==> src/mhvd_pkg.sv <==
// mhvd_pkg: shared types for the multihash varint deframer
// phase encoding, error codes and the request record passed front to back
// no dependencies
package mhvd_pkg;

    typedef enum logic [1:0] {
        PH_CODE,
        PH_LEN,
        PH_PAY,
        PH_IDLE
    } t_phase;

    typedef enum logic [2:0] {
        ERR_NONE,
        ERR_CODE,
        ERR_TRUNC_CODE,
        ERR_LEN,
        ERR_LEN_OVER,
        ERR_TRUNC_PAY
    } t_err;

    localparam int CODE_W = 63;
    localparam int BYTE_W = 8;

    typedef struct packed {
        t_err              err;
        logic              done;
        logic              is_pay;
        logic [BYTE_W-1:0] pbyte;
        logic [BYTE_W-1:0] pidx;
        logic              set_code;
        logic              set_len;
        logic [CODE_W-1:0] value;
        logic              last;
    } t_req;

endpackage

==> src/multihash_varint_deframer_top.sv <==
// multihash_varint_deframer_top: byte-serial multihash deframer
// parser front, two-entry request queue, result stage with output register
// depends on mhvd_pkg, mhvd_front, mhvd_queue, mhvd_back
//
// usage
//   input side is a queue write port: drive i_data_byte and i_last_of_buffer
//   with push; a byte is taken on a clock edge with push high and full low
//   result side is a queue read port: while empty is low the oldest result
//   sits on the o_ ports; it is taken on an edge with pop high
//   every accepted byte yields exactly one result
//   the code varint, length varint and digest bytes are parsed in order;
//   the byte flagged last re-arms the parser for the next buffer
// timing
//   one byte per cycle sustained while full stays low; a result reaches the
//   o_ ports through the queue write, then the output register load
// reset
//   synchronous, active low; clears the parser, queue and held code/length
// stalls
//   with pop low the output register holds, the queue fills after two more
//   bytes and then full rises until the receiver takes a result
module multihash_varint_deframer_top import mhvd_pkg::*; #(
    parameter int MAX_VARINT_BYTES = 9
) (
    input  logic              i_clk,
    input  logic              i_rst_n,
    input  logic              push,
    output logic              full,
    input  logic [BYTE_W-1:0] i_data_byte,
    input  logic              i_last_of_buffer,
    output logic              empty,
    input  logic              pop,
    output logic              o_is_payload,
    output logic [BYTE_W-1:0] o_payload_byte,
    output logic [BYTE_W-1:0] o_payload_index,
    output logic              o_frame_done,
    output logic [2:0]        o_error_code,
    output logic [CODE_W-1:0] o_algo_code,
    output logic [BYTE_W-1:0] o_digest_len
);

    logic q_full;
    logic q_empty;
    logic q_rd;
    logic f_valid;
    t_req f_req;
    t_req q_req;

    mhvd_front #(
        .MAX_VARINT_BYTES(MAX_VARINT_BYTES)
    ) u_front (
        .i_clk       (i_clk),
        .i_rst_n     (i_rst_n),
        .i_push      (push),
        .i_data_byte (i_data_byte),
        .i_last      (i_last_of_buffer),
        .i_q_full    (q_full),
        .o_req_valid (f_valid),
        .o_req       (f_req)
    );

    mhvd_queue u_queue (
        .i_clk   (i_clk),
        .i_rst_n (i_rst_n),
        .i_wr    (f_valid),
        .i_req   (f_req),
        .i_rd    (q_rd),
        .o_full  (q_full),
        .o_empty (q_empty),
        .o_req   (q_req)
    );

    mhvd_back u_back (
        .i_clk           (i_clk),
        .i_rst_n         (i_rst_n),
        .i_q_empty       (q_empty),
        .i_req           (q_req),
        .o_q_rd          (q_rd),
        .i_pop           (pop),
        .o_empty         (empty),
        .o_is_payload    (o_is_payload),
        .o_payload_byte  (o_payload_byte),
        .o_payload_index (o_payload_index),
        .o_frame_done    (o_frame_done),
        .o_error_code    (o_error_code),
        .o_algo_code     (o_algo_code),
        .o_digest_len    (o_digest_len)
    );

    assign full = q_full;

endmodule

==> src/mhvd_front.sv <==
// mhvd_front: byte parser, varint decode and payload counting
// emits one classified request per accepted byte
// depends on mhvd_pkg
module mhvd_front import mhvd_pkg::*; #(
    parameter int MAX_VARINT_BYTES = 9
) (
    input  logic              i_clk,
    input  logic              i_rst_n,
    input  logic              i_push,
    input  logic [BYTE_W-1:0] i_data_byte,
    input  logic              i_last,
    input  logic              i_q_full,
    output logic              o_req_valid,
    output t_req              o_req
);

    localparam int ACC_W = 7 * MAX_VARINT_BYTES;
    localparam int CNT_W = $clog2(MAX_VARINT_BYTES + 1);
    localparam int SH_W  = (ACC_W > 1) ? $clog2(ACC_W) : 1;

    t_phase              r_phase, n_phase;
    logic [CNT_W-1:0]    r_cnt, n_cnt;
    logic [ACC_W-1:0]    r_acc, n_acc;
    logic [BYTE_W-1:0]   r_pcnt, n_pcnt;
    logic [BYTE_W-1:0]   r_plen, n_plen;

    logic                accept;
    logic [CNT_W-1:0]    cnt_inc;
    logic [SH_W-1:0]     sh;
    logic [ACC_W-1:0]    acc_new;
    logic [CODE_W-1:0]   val;
    logic                v_ended;
    logic                v_long;
    logic                len_over;
    logic [BYTE_W-1:0]   pcnt_inc;
    t_req                req;

    assign accept   = i_push && !i_q_full;
    assign cnt_inc  = r_cnt + 1'b1;
    assign sh       = SH_W'(int'(r_cnt) * 7);
    assign acc_new  = r_acc | (ACC_W'(i_data_byte[6:0]) << sh);
    assign val      = CODE_W'(acc_new);
    assign v_ended  = !i_data_byte[7];
    assign v_long   = i_data_byte[7] && (cnt_inc == CNT_W'(MAX_VARINT_BYTES));
    assign len_over = |val[CODE_W-1:BYTE_W];
    assign pcnt_inc = r_pcnt + 1'b1;

    // next phase
    always_comb begin
        n_phase = r_phase;
        if (accept) begin
            if (i_last) begin
                n_phase = PH_CODE;
            end else begin
                unique case (r_phase)
                    PH_CODE: begin
                        if (v_ended) begin
                            n_phase = PH_LEN;
                        end else if (v_long) begin
                            n_phase = PH_IDLE;
                        end
                    end
                    PH_LEN: begin
                        if (v_ended) begin
                            if (len_over || (val[BYTE_W-1:0] == '0)) begin
                                n_phase = PH_IDLE;
                            end else begin
                                n_phase = PH_PAY;
                            end
                        end else if (v_long) begin
                            n_phase = PH_IDLE;
                        end
                    end
                    PH_PAY: begin
                        if (pcnt_inc == r_plen) begin
                            n_phase = PH_IDLE;
                        end
                    end
                    PH_IDLE: begin
                        n_phase = PH_IDLE;
                    end
                    default: begin
                        n_phase = PH_IDLE;
                    end
                endcase
            end
        end
    end

    // request and datapath updates
    always_comb begin
        req    = '0;
        n_cnt  = r_cnt;
        n_acc  = r_acc;
        n_pcnt = r_pcnt;
        n_plen = r_plen;
        if (accept) begin
            req.last = i_last;
            unique case (r_phase)
                PH_CODE: begin
                    n_cnt = cnt_inc;
                    n_acc = acc_new;
                    if (v_ended) begin
                        n_cnt        = '0;
                        n_acc        = '0;
                        req.set_code = 1'b1;
                        req.value    = val;
                        if (i_last) begin
                            req.err = ERR_TRUNC_CODE;
                        end
                    end else if (v_long || i_last) begin
                        req.err = ERR_CODE;
                    end
                end
                PH_LEN: begin
                    n_cnt = cnt_inc;
                    n_acc = acc_new;
                    if (v_ended) begin
                        n_cnt = '0;
                        n_acc = '0;
                        if (len_over) begin
                            req.err = ERR_LEN_OVER;
                        end else begin
                            req.set_len = 1'b1;
                            req.value   = val;
                            n_plen      = val[BYTE_W-1:0];
                            n_pcnt      = '0;
                            if (val[BYTE_W-1:0] == '0) begin
                                req.done = 1'b1;
                            end else if (i_last) begin
                                req.err = ERR_TRUNC_PAY;
                            end
                        end
                    end else if (v_long || i_last) begin
                        req.err = ERR_LEN;
                    end
                end
                PH_PAY: begin
                    req.is_pay = 1'b1;
                    req.pbyte  = i_data_byte;
                    req.pidx   = r_pcnt;
                    n_pcnt     = pcnt_inc;
                    if (pcnt_inc == r_plen) begin
                        req.done = 1'b1;
                    end else if (i_last) begin
                        req.err = ERR_TRUNC_PAY;
                    end
                end
                PH_IDLE: begin
                    req.last = i_last;
                end
                default: begin
                    req.last = i_last;
                end
            endcase
            if (i_last) begin
                n_cnt  = '0;
                n_acc  = '0;
                n_pcnt = '0;
                n_plen = '0;
            end
        end
    end

    always_ff @(posedge i_clk) begin
        if (!i_rst_n) begin
            r_phase <= PH_CODE;
            r_cnt   <= '0;
            r_acc   <= '0;
            r_pcnt  <= '0;
            r_plen  <= '0;
        end else begin
            r_phase <= n_phase;
            r_cnt   <= n_cnt;
            r_acc   <= n_acc;
            r_pcnt  <= n_pcnt;
            r_plen  <= n_plen;
        end
    end

    assign o_req_valid = accept;
    assign o_req       = req;

endmodule

==> src/mhvd_queue.sv <==
// mhvd_queue: two-entry request queue between parser and result stage
// lets either side stall without holding the other
// depends on mhvd_pkg
module mhvd_queue import mhvd_pkg::*; (
    input  logic i_clk,
    input  logic i_rst_n,
    input  logic i_wr,
    input  t_req i_req,
    input  logic i_rd,
    output logic o_full,
    output logic o_empty,
    output t_req o_req
);

    t_req       r_mem [2];
    logic       r_wp;
    logic       r_rp;
    logic [1:0] r_cnt;
    logic       wr_ok;
    logic       rd_ok;

    assign o_full  = (r_cnt == 2'd2);
    assign o_empty = (r_cnt == 2'd0);
    assign wr_ok   = i_wr && !o_full;
    assign rd_ok   = i_rd && !o_empty;
    assign o_req   = r_mem[r_rp];

    always_ff @(posedge i_clk) begin
        if (wr_ok) begin
            r_mem[r_wp] <= i_req;
        end
    end

    always_ff @(posedge i_clk) begin
        if (!i_rst_n) begin
            r_wp  <= 1'b0;
            r_rp  <= 1'b0;
            r_cnt <= '0;
        end else begin
            if (wr_ok) begin
                r_wp <= !r_wp;
            end
            if (rd_ok) begin
                r_rp <= !r_rp;
            end
            r_cnt <= r_cnt + 2'(wr_ok) - 2'(rd_ok);
        end
    end

endmodule

==> src/mhvd_back.sv <==
// mhvd_back: result stage, keeps the held code and length and builds results
// output register presented queue-style to the receiver
// depends on mhvd_pkg
module mhvd_back import mhvd_pkg::*; (
    input  logic              i_clk,
    input  logic              i_rst_n,
    input  logic              i_q_empty,
    input  t_req              i_req,
    output logic              o_q_rd,
    input  logic              i_pop,
    output logic              o_empty,
    output logic              o_is_payload,
    output logic [BYTE_W-1:0] o_payload_byte,
    output logic [BYTE_W-1:0] o_payload_index,
    output logic              o_frame_done,
    output logic [2:0]        o_error_code,
    output logic [CODE_W-1:0] o_algo_code,
    output logic [BYTE_W-1:0] o_digest_len
);

    logic              r_valid;
    logic [CODE_W-1:0] r_held_code;
    logic [BYTE_W-1:0] r_held_len;
    logic              r_is_pay;
    logic [BYTE_W-1:0] r_pbyte;
    logic [BYTE_W-1:0] r_pidx;
    logic              r_done;
    logic [2:0]        r_err;
    logic [CODE_W-1:0] r_code;
    logic [BYTE_W-1:0] r_len;

    logic              take;
    logic [CODE_W-1:0] code_now;
    logic [BYTE_W-1:0] len_now;

    assign take     = !i_q_empty && (!r_valid || i_pop);
    assign code_now = i_req.set_code ? i_req.value : r_held_code;
    assign len_now  = i_req.set_len ? i_req.value[BYTE_W-1:0] : r_held_len;

    always_ff @(posedge i_clk) begin
        if (!i_rst_n) begin
            r_valid     <= 1'b0;
            r_held_code <= '0;
            r_held_len  <= '0;
        end else begin
            if (take) begin
                r_valid     <= 1'b1;
                r_held_code <= i_req.last ? '0 : code_now;
                r_held_len  <= i_req.last ? '0 : len_now;
            end else if (i_pop) begin
                r_valid <= 1'b0;
            end
        end
    end

    always_ff @(posedge i_clk) begin
        if (take) begin
            r_is_pay <= i_req.is_pay;
            r_pbyte  <= i_req.pbyte;
            r_pidx   <= i_req.pidx;
            r_done   <= i_req.done;
            r_err    <= i_req.err;
            r_code   <= code_now;
            r_len    <= len_now;
        end
    end

    assign o_q_rd          = take;
    assign o_empty         = !r_valid;
    assign o_is_payload    = r_is_pay;
    assign o_payload_byte  = r_pbyte;
    assign o_payload_index = r_pidx;
    assign o_frame_done    = r_done;
    assign o_error_code    = r_err;
    assign o_algo_code     = r_code;
    assign o_digest_len    = r_len;

endmodule

==> config.mk <==
export PLATFORM = sky130hd
export DESIGN_NAME = multihash_varint_deframer_top
export DESIGN_NICKNAME = d
export VERILOG_FILES = /design/src/mhvd_pkg.sv /design/src/multihash_varint_deframer_top.sv /design/src/mhvd_front.sv /design/src/mhvd_queue.sv /design/src/mhvd_back.sv
export SDC_FILE = /design/constraint.sdc
export NUM_CORES = 1
export LEC_CHECK = 0
export BUFFER_PORTS_ARGS = -buffer_cell sky130_fd_sc_hd__buf_2
export CELL_PAD_IN_SITES_DETAIL_PLACEMENT = 0
export CELL_PAD_IN_SITES_GLOBAL_PLACEMENT = 2
export CORE_MARGIN = 2
export CORE_UTILIZATION = 41
export CTS_BUF_LIST = sky130_fd_sc_hd__clkbuf_4 sky130_fd_sc_hd__clkbuf_8
export DETAILED_ROUTE_END_ITERATION = 10
export PLACE_DENSITY = 0.87
export SLEW_MARGIN = 20
export SYNTH_ARGS = -nofsm -noshare
export SYNTH_HDL_FRONTEND = slang
export SYNTH_HIERARCHICAL = 1
export SYNTH_SLANG_ARGS = --single-unit
==> constraint.sdc <==
create_clock -name i_clk -period 5.3 [get_ports i_clk]
set_input_delay 0.265 -clock i_clk [delete_from_list [all_inputs] [get_ports i_clk]]
set_output_delay 0.265 -clock i_clk [all_outputs]
set_load 0.005 [all_outputs]
Word-level counts from Yosys, hierarchy flattened
Memories as Yosys holds them, arrays and structs flattened. A register that Yosys moved wholly into a read port is not among the register bits.
Index checks and enable logic that the tools add are counted.
W data, S select, Z words.
{"block": "classes", "mul": 1, "n_eq_ne": 11, "shift": 1, "addsub": 4, "n_bitwise": 1, "mux": 55, "reduce_logical": 26}
{"op": "$mux W63", "n": 6}
{"op": "$mux W64", "n": 2}
{"op": "$pmux W63 S2", "n": 1}
{"op": "$mux W87", "n": 1}
{"op": "$mux W8", "n": 9}
{"op": "$or A63 B63 Y63", "n": 1}
{"op": "$shl A7 B6 Y63", "n": 1}
{"op": "$reduce_or A55 Y1", "n": 1}
{"op": "$mux W17", "n": 1}
{"op": "$mux W2", "n": 8}
{"op": "$pmux W8 S2", "n": 1}
{"op": "$mux W1", "n": 15}
{"op": "$mux W3", "n": 5}
{"op": "$mux W4", "n": 3}
{"op": "$pmux W3 S3", "n": 1}
{"op": "$add A8 B1 Y8 const B", "n": 1}
{"op": "$eq A8 B8 Y1", "n": 1}
{"op": "$logic_not A8 Y1", "n": 1}
{"op": "$pmux W2 S4", "n": 1}
{"op": "$reduce_and A4 Y1", "n": 2}
{"op": "$eq A2 B2 Y1 const B", "n": 3}
{"op": "$mul A4 B3 Y6 const B", "n": 1}
{"op": "$ne A3 B3 Y1 const B", "n": 2}
{"op": "$reduce_bool A2 Y1", "n": 3}
{"op": "other kinds (16)", "n": 28}
{"block": "totals", "out_inout_bits": 94, "mem_count": 1, "wordCells": 118, "input_bits": 13, "mem_bits_rw": 174, "reg_bits": 253}
{"memory": "u_queue.r_mem", "depth": 2, "width": 87, "rd": 1, "rd_clocked_by_memory_dff": 1, "write_ports": 1, "line_no": "mhvd_queue.sv:15", "source": "t_req r_mem [2];"}

Logic depth before layout (Yosys ltp)
{"block": "depth", "depth_word": 9, "depth_mapped": 17, "mapped_depth_nobuf": 13}

Modules after synthesis
Netlist, hierarchy kept.
{"mod": "mhvd_queue", "cells_each": 298, "area_each_um2": 6632.6, "instances": 1}
{"mod": "mhvd_back", "cells_each": 344, "area_each_um2": 6208.5, "instances": 1}
{"mod": "mhvd_front", "cells_each": 777, "area_each_um2": 6123.4, "instances": 1}

Least setup slack after synthesis
No wires, ideal clock.
{"block": "synth_timing", "path_kind": "register to register", "from": "reg u_queue.r_cnt[0]", "to": "mem u_queue/r_mem[0][0] (netlist bit), enable pin", "required_ns": 4.767, "path_buffers": 3, "stages_incl_launch_ff": 10, "arrival_ns": 5.237, "slack_ns": -0.470, "setup_time_ns": 0.533, "period_less_slack_ns": 5.770, "cell_sequence": "dfxtp_1 nand2b_1 inv_1 nand2b_1 clkbuf_1 inv_1 clkbuf_1 clkbuf_1 nand2_1 nor2_1"}
{"block": "synth_via", "elab_chain_cells": 6}
{"element": "from (decl)", "line_no": "mhvd_queue.sv:18", "source": "logic [1:0] r_cnt;"}
{"element": "from (signal assigned)", "line_no": "mhvd_queue.sv:46", "source": "r_cnt <= r_cnt + 2'(wr_ok) - 2'(rd_ok);"}
{"element": "$eq A2 B2 Y1", "line_no": "mhvd_queue.sv:22", "source": "assign o_full = (r_cnt == 2'd2);"}
{"element": "net full", "line_no": "multihash_varint_deframer_top.sv:27", "source": "output logic full,"}
{"element": "$logic_not A1 Y1", "line_no": "mhvd_front.sv:38", "source": "assign accept = i_push && !i_q_full;"}
{"element": "$logic_and A1 B1 Y1", "line_no": "mhvd_front.sv:38"}
{"element": "net f_valid", "line_no": "multihash_varint_deframer_top.sv:44", "source": "logic f_valid;"}
{"element": "$logic_and A1 B1 Y1", "line_no": "mhvd_queue.sv:24", "source": "assign wr_ok = i_wr && !o_full;"}
{"element": "$mux W1", "line_no": "mhvd_queue.sv:29", "source": "if (wr_ok) begin"}
{"element": "$mux W1 (not written as such)", "line_no": "mhvd_queue.sv:30", "source": "r_mem[r_wp] <= i_req;"}
{"element": "to (decl)", "line_no": "mhvd_queue.sv:15"}
The timed path passes the listed nets, and every way through them passes these cells.

==> results.py <==
metrics = {
    "status": {
        "status": "finished clean",
    },
    "critical_path": {
        "startpoint_type": "flop",
        "crit_arrival_ns": 5.44,
        "path_class": "reg2reg",
        "required_ns": 5.75,
        "path_cells": "fa_1 > ha_1 > inv_1 > fa_1 > buf_4 > nand4b_1 > o311ai_1 > o21a_1 > a221o_1 > or4_4 > or4_4 > nor4_4 > a21oi_4 > buf_12 > nor2_1",
        "cpLargestDelayFamily": "simple AND/OR/NAND/NOR gates",
        "path_buf_inv": 3,
        "max_stage_delay_ns": 0.56,
        "end_kind": "flop",
        "critPathSlowestCell": "or4_4",
        "worstPathMaxFanout": 41,
    },
    "synthesis": {
        "syn-cell-area_um2": 19000,
        "synth_edf_count": 266,
        "synth_nets": 1451,
        "ys_seq_area_frac": 0.592,
        "synth.distinct_cells": 82,
        "ys_ff_latch": 428,
        "synth-main-ff-cell": "edfxtp_1",
        "synth_area_per_cell_um2": 13.4,
        "synth_async_sr_flop_share": 0,
        "synthCells": 1419,
        "yosysWarnings": 6,
    },
    "cells_and_area": {
        "postLayoutCoreUtil": 0.475,
        "drive_above_1_share": 0.309,
        "area_growth_pct": 13.9,
        "fillers": 4051,
        "final_cells": 2198,
        "layout.nets": 1568,
    },
    "sta": {
        "hold_viol_final": 0,
        "fin_ws_ns": 0.306,
        "fmax_ghz": 0.200,
        "period_share": 0.942,
        "finalSetupViolations": 0,
        "drv_slew": 0,
        "post-route-min-period_ns": 4.99,
        "relSlewSlack": 0.266,
        "tightest_slew_ns": 1.09,
        "skew_ns": 0.0269,
        "hold_ws_ns": 0.0606,
        "finalSetupTns_ns": 0,
        "rsz0062_at_grt": "no",
    },
    "routing": {
        "drt_iter0_markers": 1049,
        "avgViaCountPerCell": 5.48,
        "wirelength_mm": 43.5,
        "vias": 12100,
        "ant_nets": 0,
        "first_pass_iters": 5,
        "drcViolationCount": 0,
        "wl_per_cell_um": 19.8,
    },
    "pwr": {
        "ir_drop_mv": 0.556,
        "p_leak_nw": 7.86,
        "power_density_nw_per_um2": 501,
    },
    "clock_network": {
        "clkTransAtPathRegs_ns": 0.06,
        "clock_sinks": 428,
        "ctsLongestPathBuffers": 3,
        "clk_latency_ns": 0.63,
        "h-tree-depth": 3,
        "cts-buffers-inserted": 72,
        "cts_resized": 0,
        "cts_tree": "yes",
        "cts-root-buf": "clkbuf_8",
    },
    "grt": {
        "grt_pass1_wl_mm": 68.7,
        "grt_pass1_vias": 12100,
        "track_usage": 0.183,
        "grt_max_degree": 92,
        "overflow": 0,
        "antenna_found_initial": 2,
    },
    "floorplanning": {
        "row_count": 78,
        "ios": 107,
        "die_h_um": 219,
        "start_util": 0.417,
        "die_width_um": 219,
        "core_area_um2": 45500,
        "die_area_um2": 48000,
    },
    "placed_design": {
        "dp.cells": 2062,
        "hpwl_mm": 28.2,
        "dp_slack_ns": 0.184,
        "place.gp.congestion": 0.886,
        "port_buffers": 106,
    },
    "job": {
        "cap_violations": 0,
    },
    "hold_path": {
        "hold_class": "in2reg",
    },
}
path summary, 6_finish.rpt:
kind,to,slack (ns),depth (start not counted),startpoint
setup / recovery,u_queue/r_mem[1][36]$_DFFE_PP_,0.31,15,u_front/r_cnt[1]$_SDFFE_PN0P_
hold / removal,u_back/r_valid$_SDFFE_PN0P_,0.06,3,pop
setup reg to reg,u_queue/r_mem[1][36]$_DFFE_PP_,0.31,15,u_front/r_cnt[1]$_SDFFE_PN0P_
hold reg to reg,u_back/r_held_len[4]$_SDFFE_PN0P_,0.46,1,u_back/r_held_len[4]$_SDFFE_PN0P_
synth_stat cells, types with 13 or more instances:
library cell,number,area [um2]
nor3_1,13,65.1
nor2_2,28,175
ha_1,15,188
a21oi_1,65,325
nor2b_1,58,363
dfxtp_1,162,3240
edfxtp_1,266,7990
inv_1,28,105
o21ai_0,16,80.1
nor2_1,72,270
mux2_2,69,777
clkbuf_1,54,203
a32o_1,74,741
nand4_1,13,81.3
and2_1,16,100
buf_2,27,135
nand2_1,36,135
mux2_4,91,1370
nor3b_1,19,143
and3_1,21,131
a22oi_1,45,338
xnor2_1,14,123
buf_6,15,169
final cells by class:
type | instances | area, um2 | share of cell area
tap | 600 | 751 | 0.0348
multi-input combinational | 854 | 7050 | 0.327
antenna | 2 | 5.00 | 0.000232
sequential | 428 | 11200 | 0.520
inverter | 30 | 113 | 0.00522
clock inverter | 20 | 165 | 0.00765
timing repair buffer | 150 | 911 | 0.0422
clock buffer | 114 | 1360 | 0.0631
metrics by stage:
step | cell area (um2) | power (W)
after floorplan | 19000 | 0.00703
after global placement | 20000 | 0.00781
after detailed placement | 20100 | 0.00787
after CTS | 21600 | 0.0110
after global routing | 21600 | 0.0114
final | 21600 | 0.0108
power breakdown:
group | switching [W] | internal (W) | leakage [nW]
clock | 0.00131 | 0.00174 | 0.813
sequential | 0.000252 | 0.00459 | 3.88
combinational | 0.00163 | 0.00130 | 3.17
sequential cells by signal (all words and copies together), names as in the netlist, named ones only:
signal / flops
u_back/o_algo_code: 63
u_back/o_digest_len: 8
u_back/o_error_code: 3
u_back/o_frame_done: 1
u_back/o_is_payload: 1
u_back/o_payload_byte: 8
u_back/o_payload_index: 8
u_back/r_held_code: 63
u_back/r_held_len: 8
u_back/r_valid: 1
u_front/r_acc: 63
u_front/r_cnt: 4
u_front/r_pcnt: 8
u_front/r_phase: 2
u_front/r_plen: 8
u_queue/r_cnt: 2
u_queue/r_mem: 174
u_queue/r_rp: 1
u_queue/r_wp: 1
repair_timing:
item                       CTS  global route
hold endpoints to repair     0             0
hold buffers                 0             0
buffers inserted             0             0
setup endpoints to repair    0            66
worst min-delay path, cell delays in order:
cell	delay, ns
buf_2	0.08
nand2b_1	0.18
a21boi_0	0.10
layout by cell type, fill, tap and decap left out, drive strengths merged, types with 5 or more instances in the layout:
| cell | instances |
|---|---|
| xor2 | 6 |
| nor3 | 13 |
| inv | 32 |
| a22oi | 45 |
| clkbuf | 114 |
| edfxtp | 266 |
| nor4 | 13 |
| nor2 | 100 |
| a21boi | 7 |
| nand2 | 36 |
| a31oi | 12 |
| buf | 150 |
| or3 | 6 |
| xnor2 | 14 |
| a31o | 10 |
| a32o | 74 |
| nor3b | 19 |
| nand2b | 12 |
| o21ai | 17 |
| ha | 15 |
| and2 | 19 |
| nand3 | 12 |
| clkinv | 13 |
| a21o | 5 |
| mux2 | 161 |
| and3 | 21 |
| dfxtp | 162 |
| o32ai | 5 |
| a32oi | 7 |
| mux2i | 11 |
| nor2b | 58 |
| nand4 | 13 |
| a21oi | 66 |
cells by family after synthesis:
kind of cell / after synthesis / share of synthesized area
mux: 175 / 0.123
simple gates: 343 / 0.102
compound gates: 297 / 0.120
buf+inv: 137 / 0.0393
fa+ha+maj: 19 / 0.0141
flops: 428 / 0.592
xor+xnor: 20 / 0.00924
per-layer routing:
layer	up-vias	track usage	wire length [um]
li1	5669	-	-
met4	0	0.0682	1110
met2	348	0.293	20500
met5	-	0	0
met3	83	0.0377	2490
met1	5951	0.245	19400
Note: power is estimated with default switching activity, not from simulation.
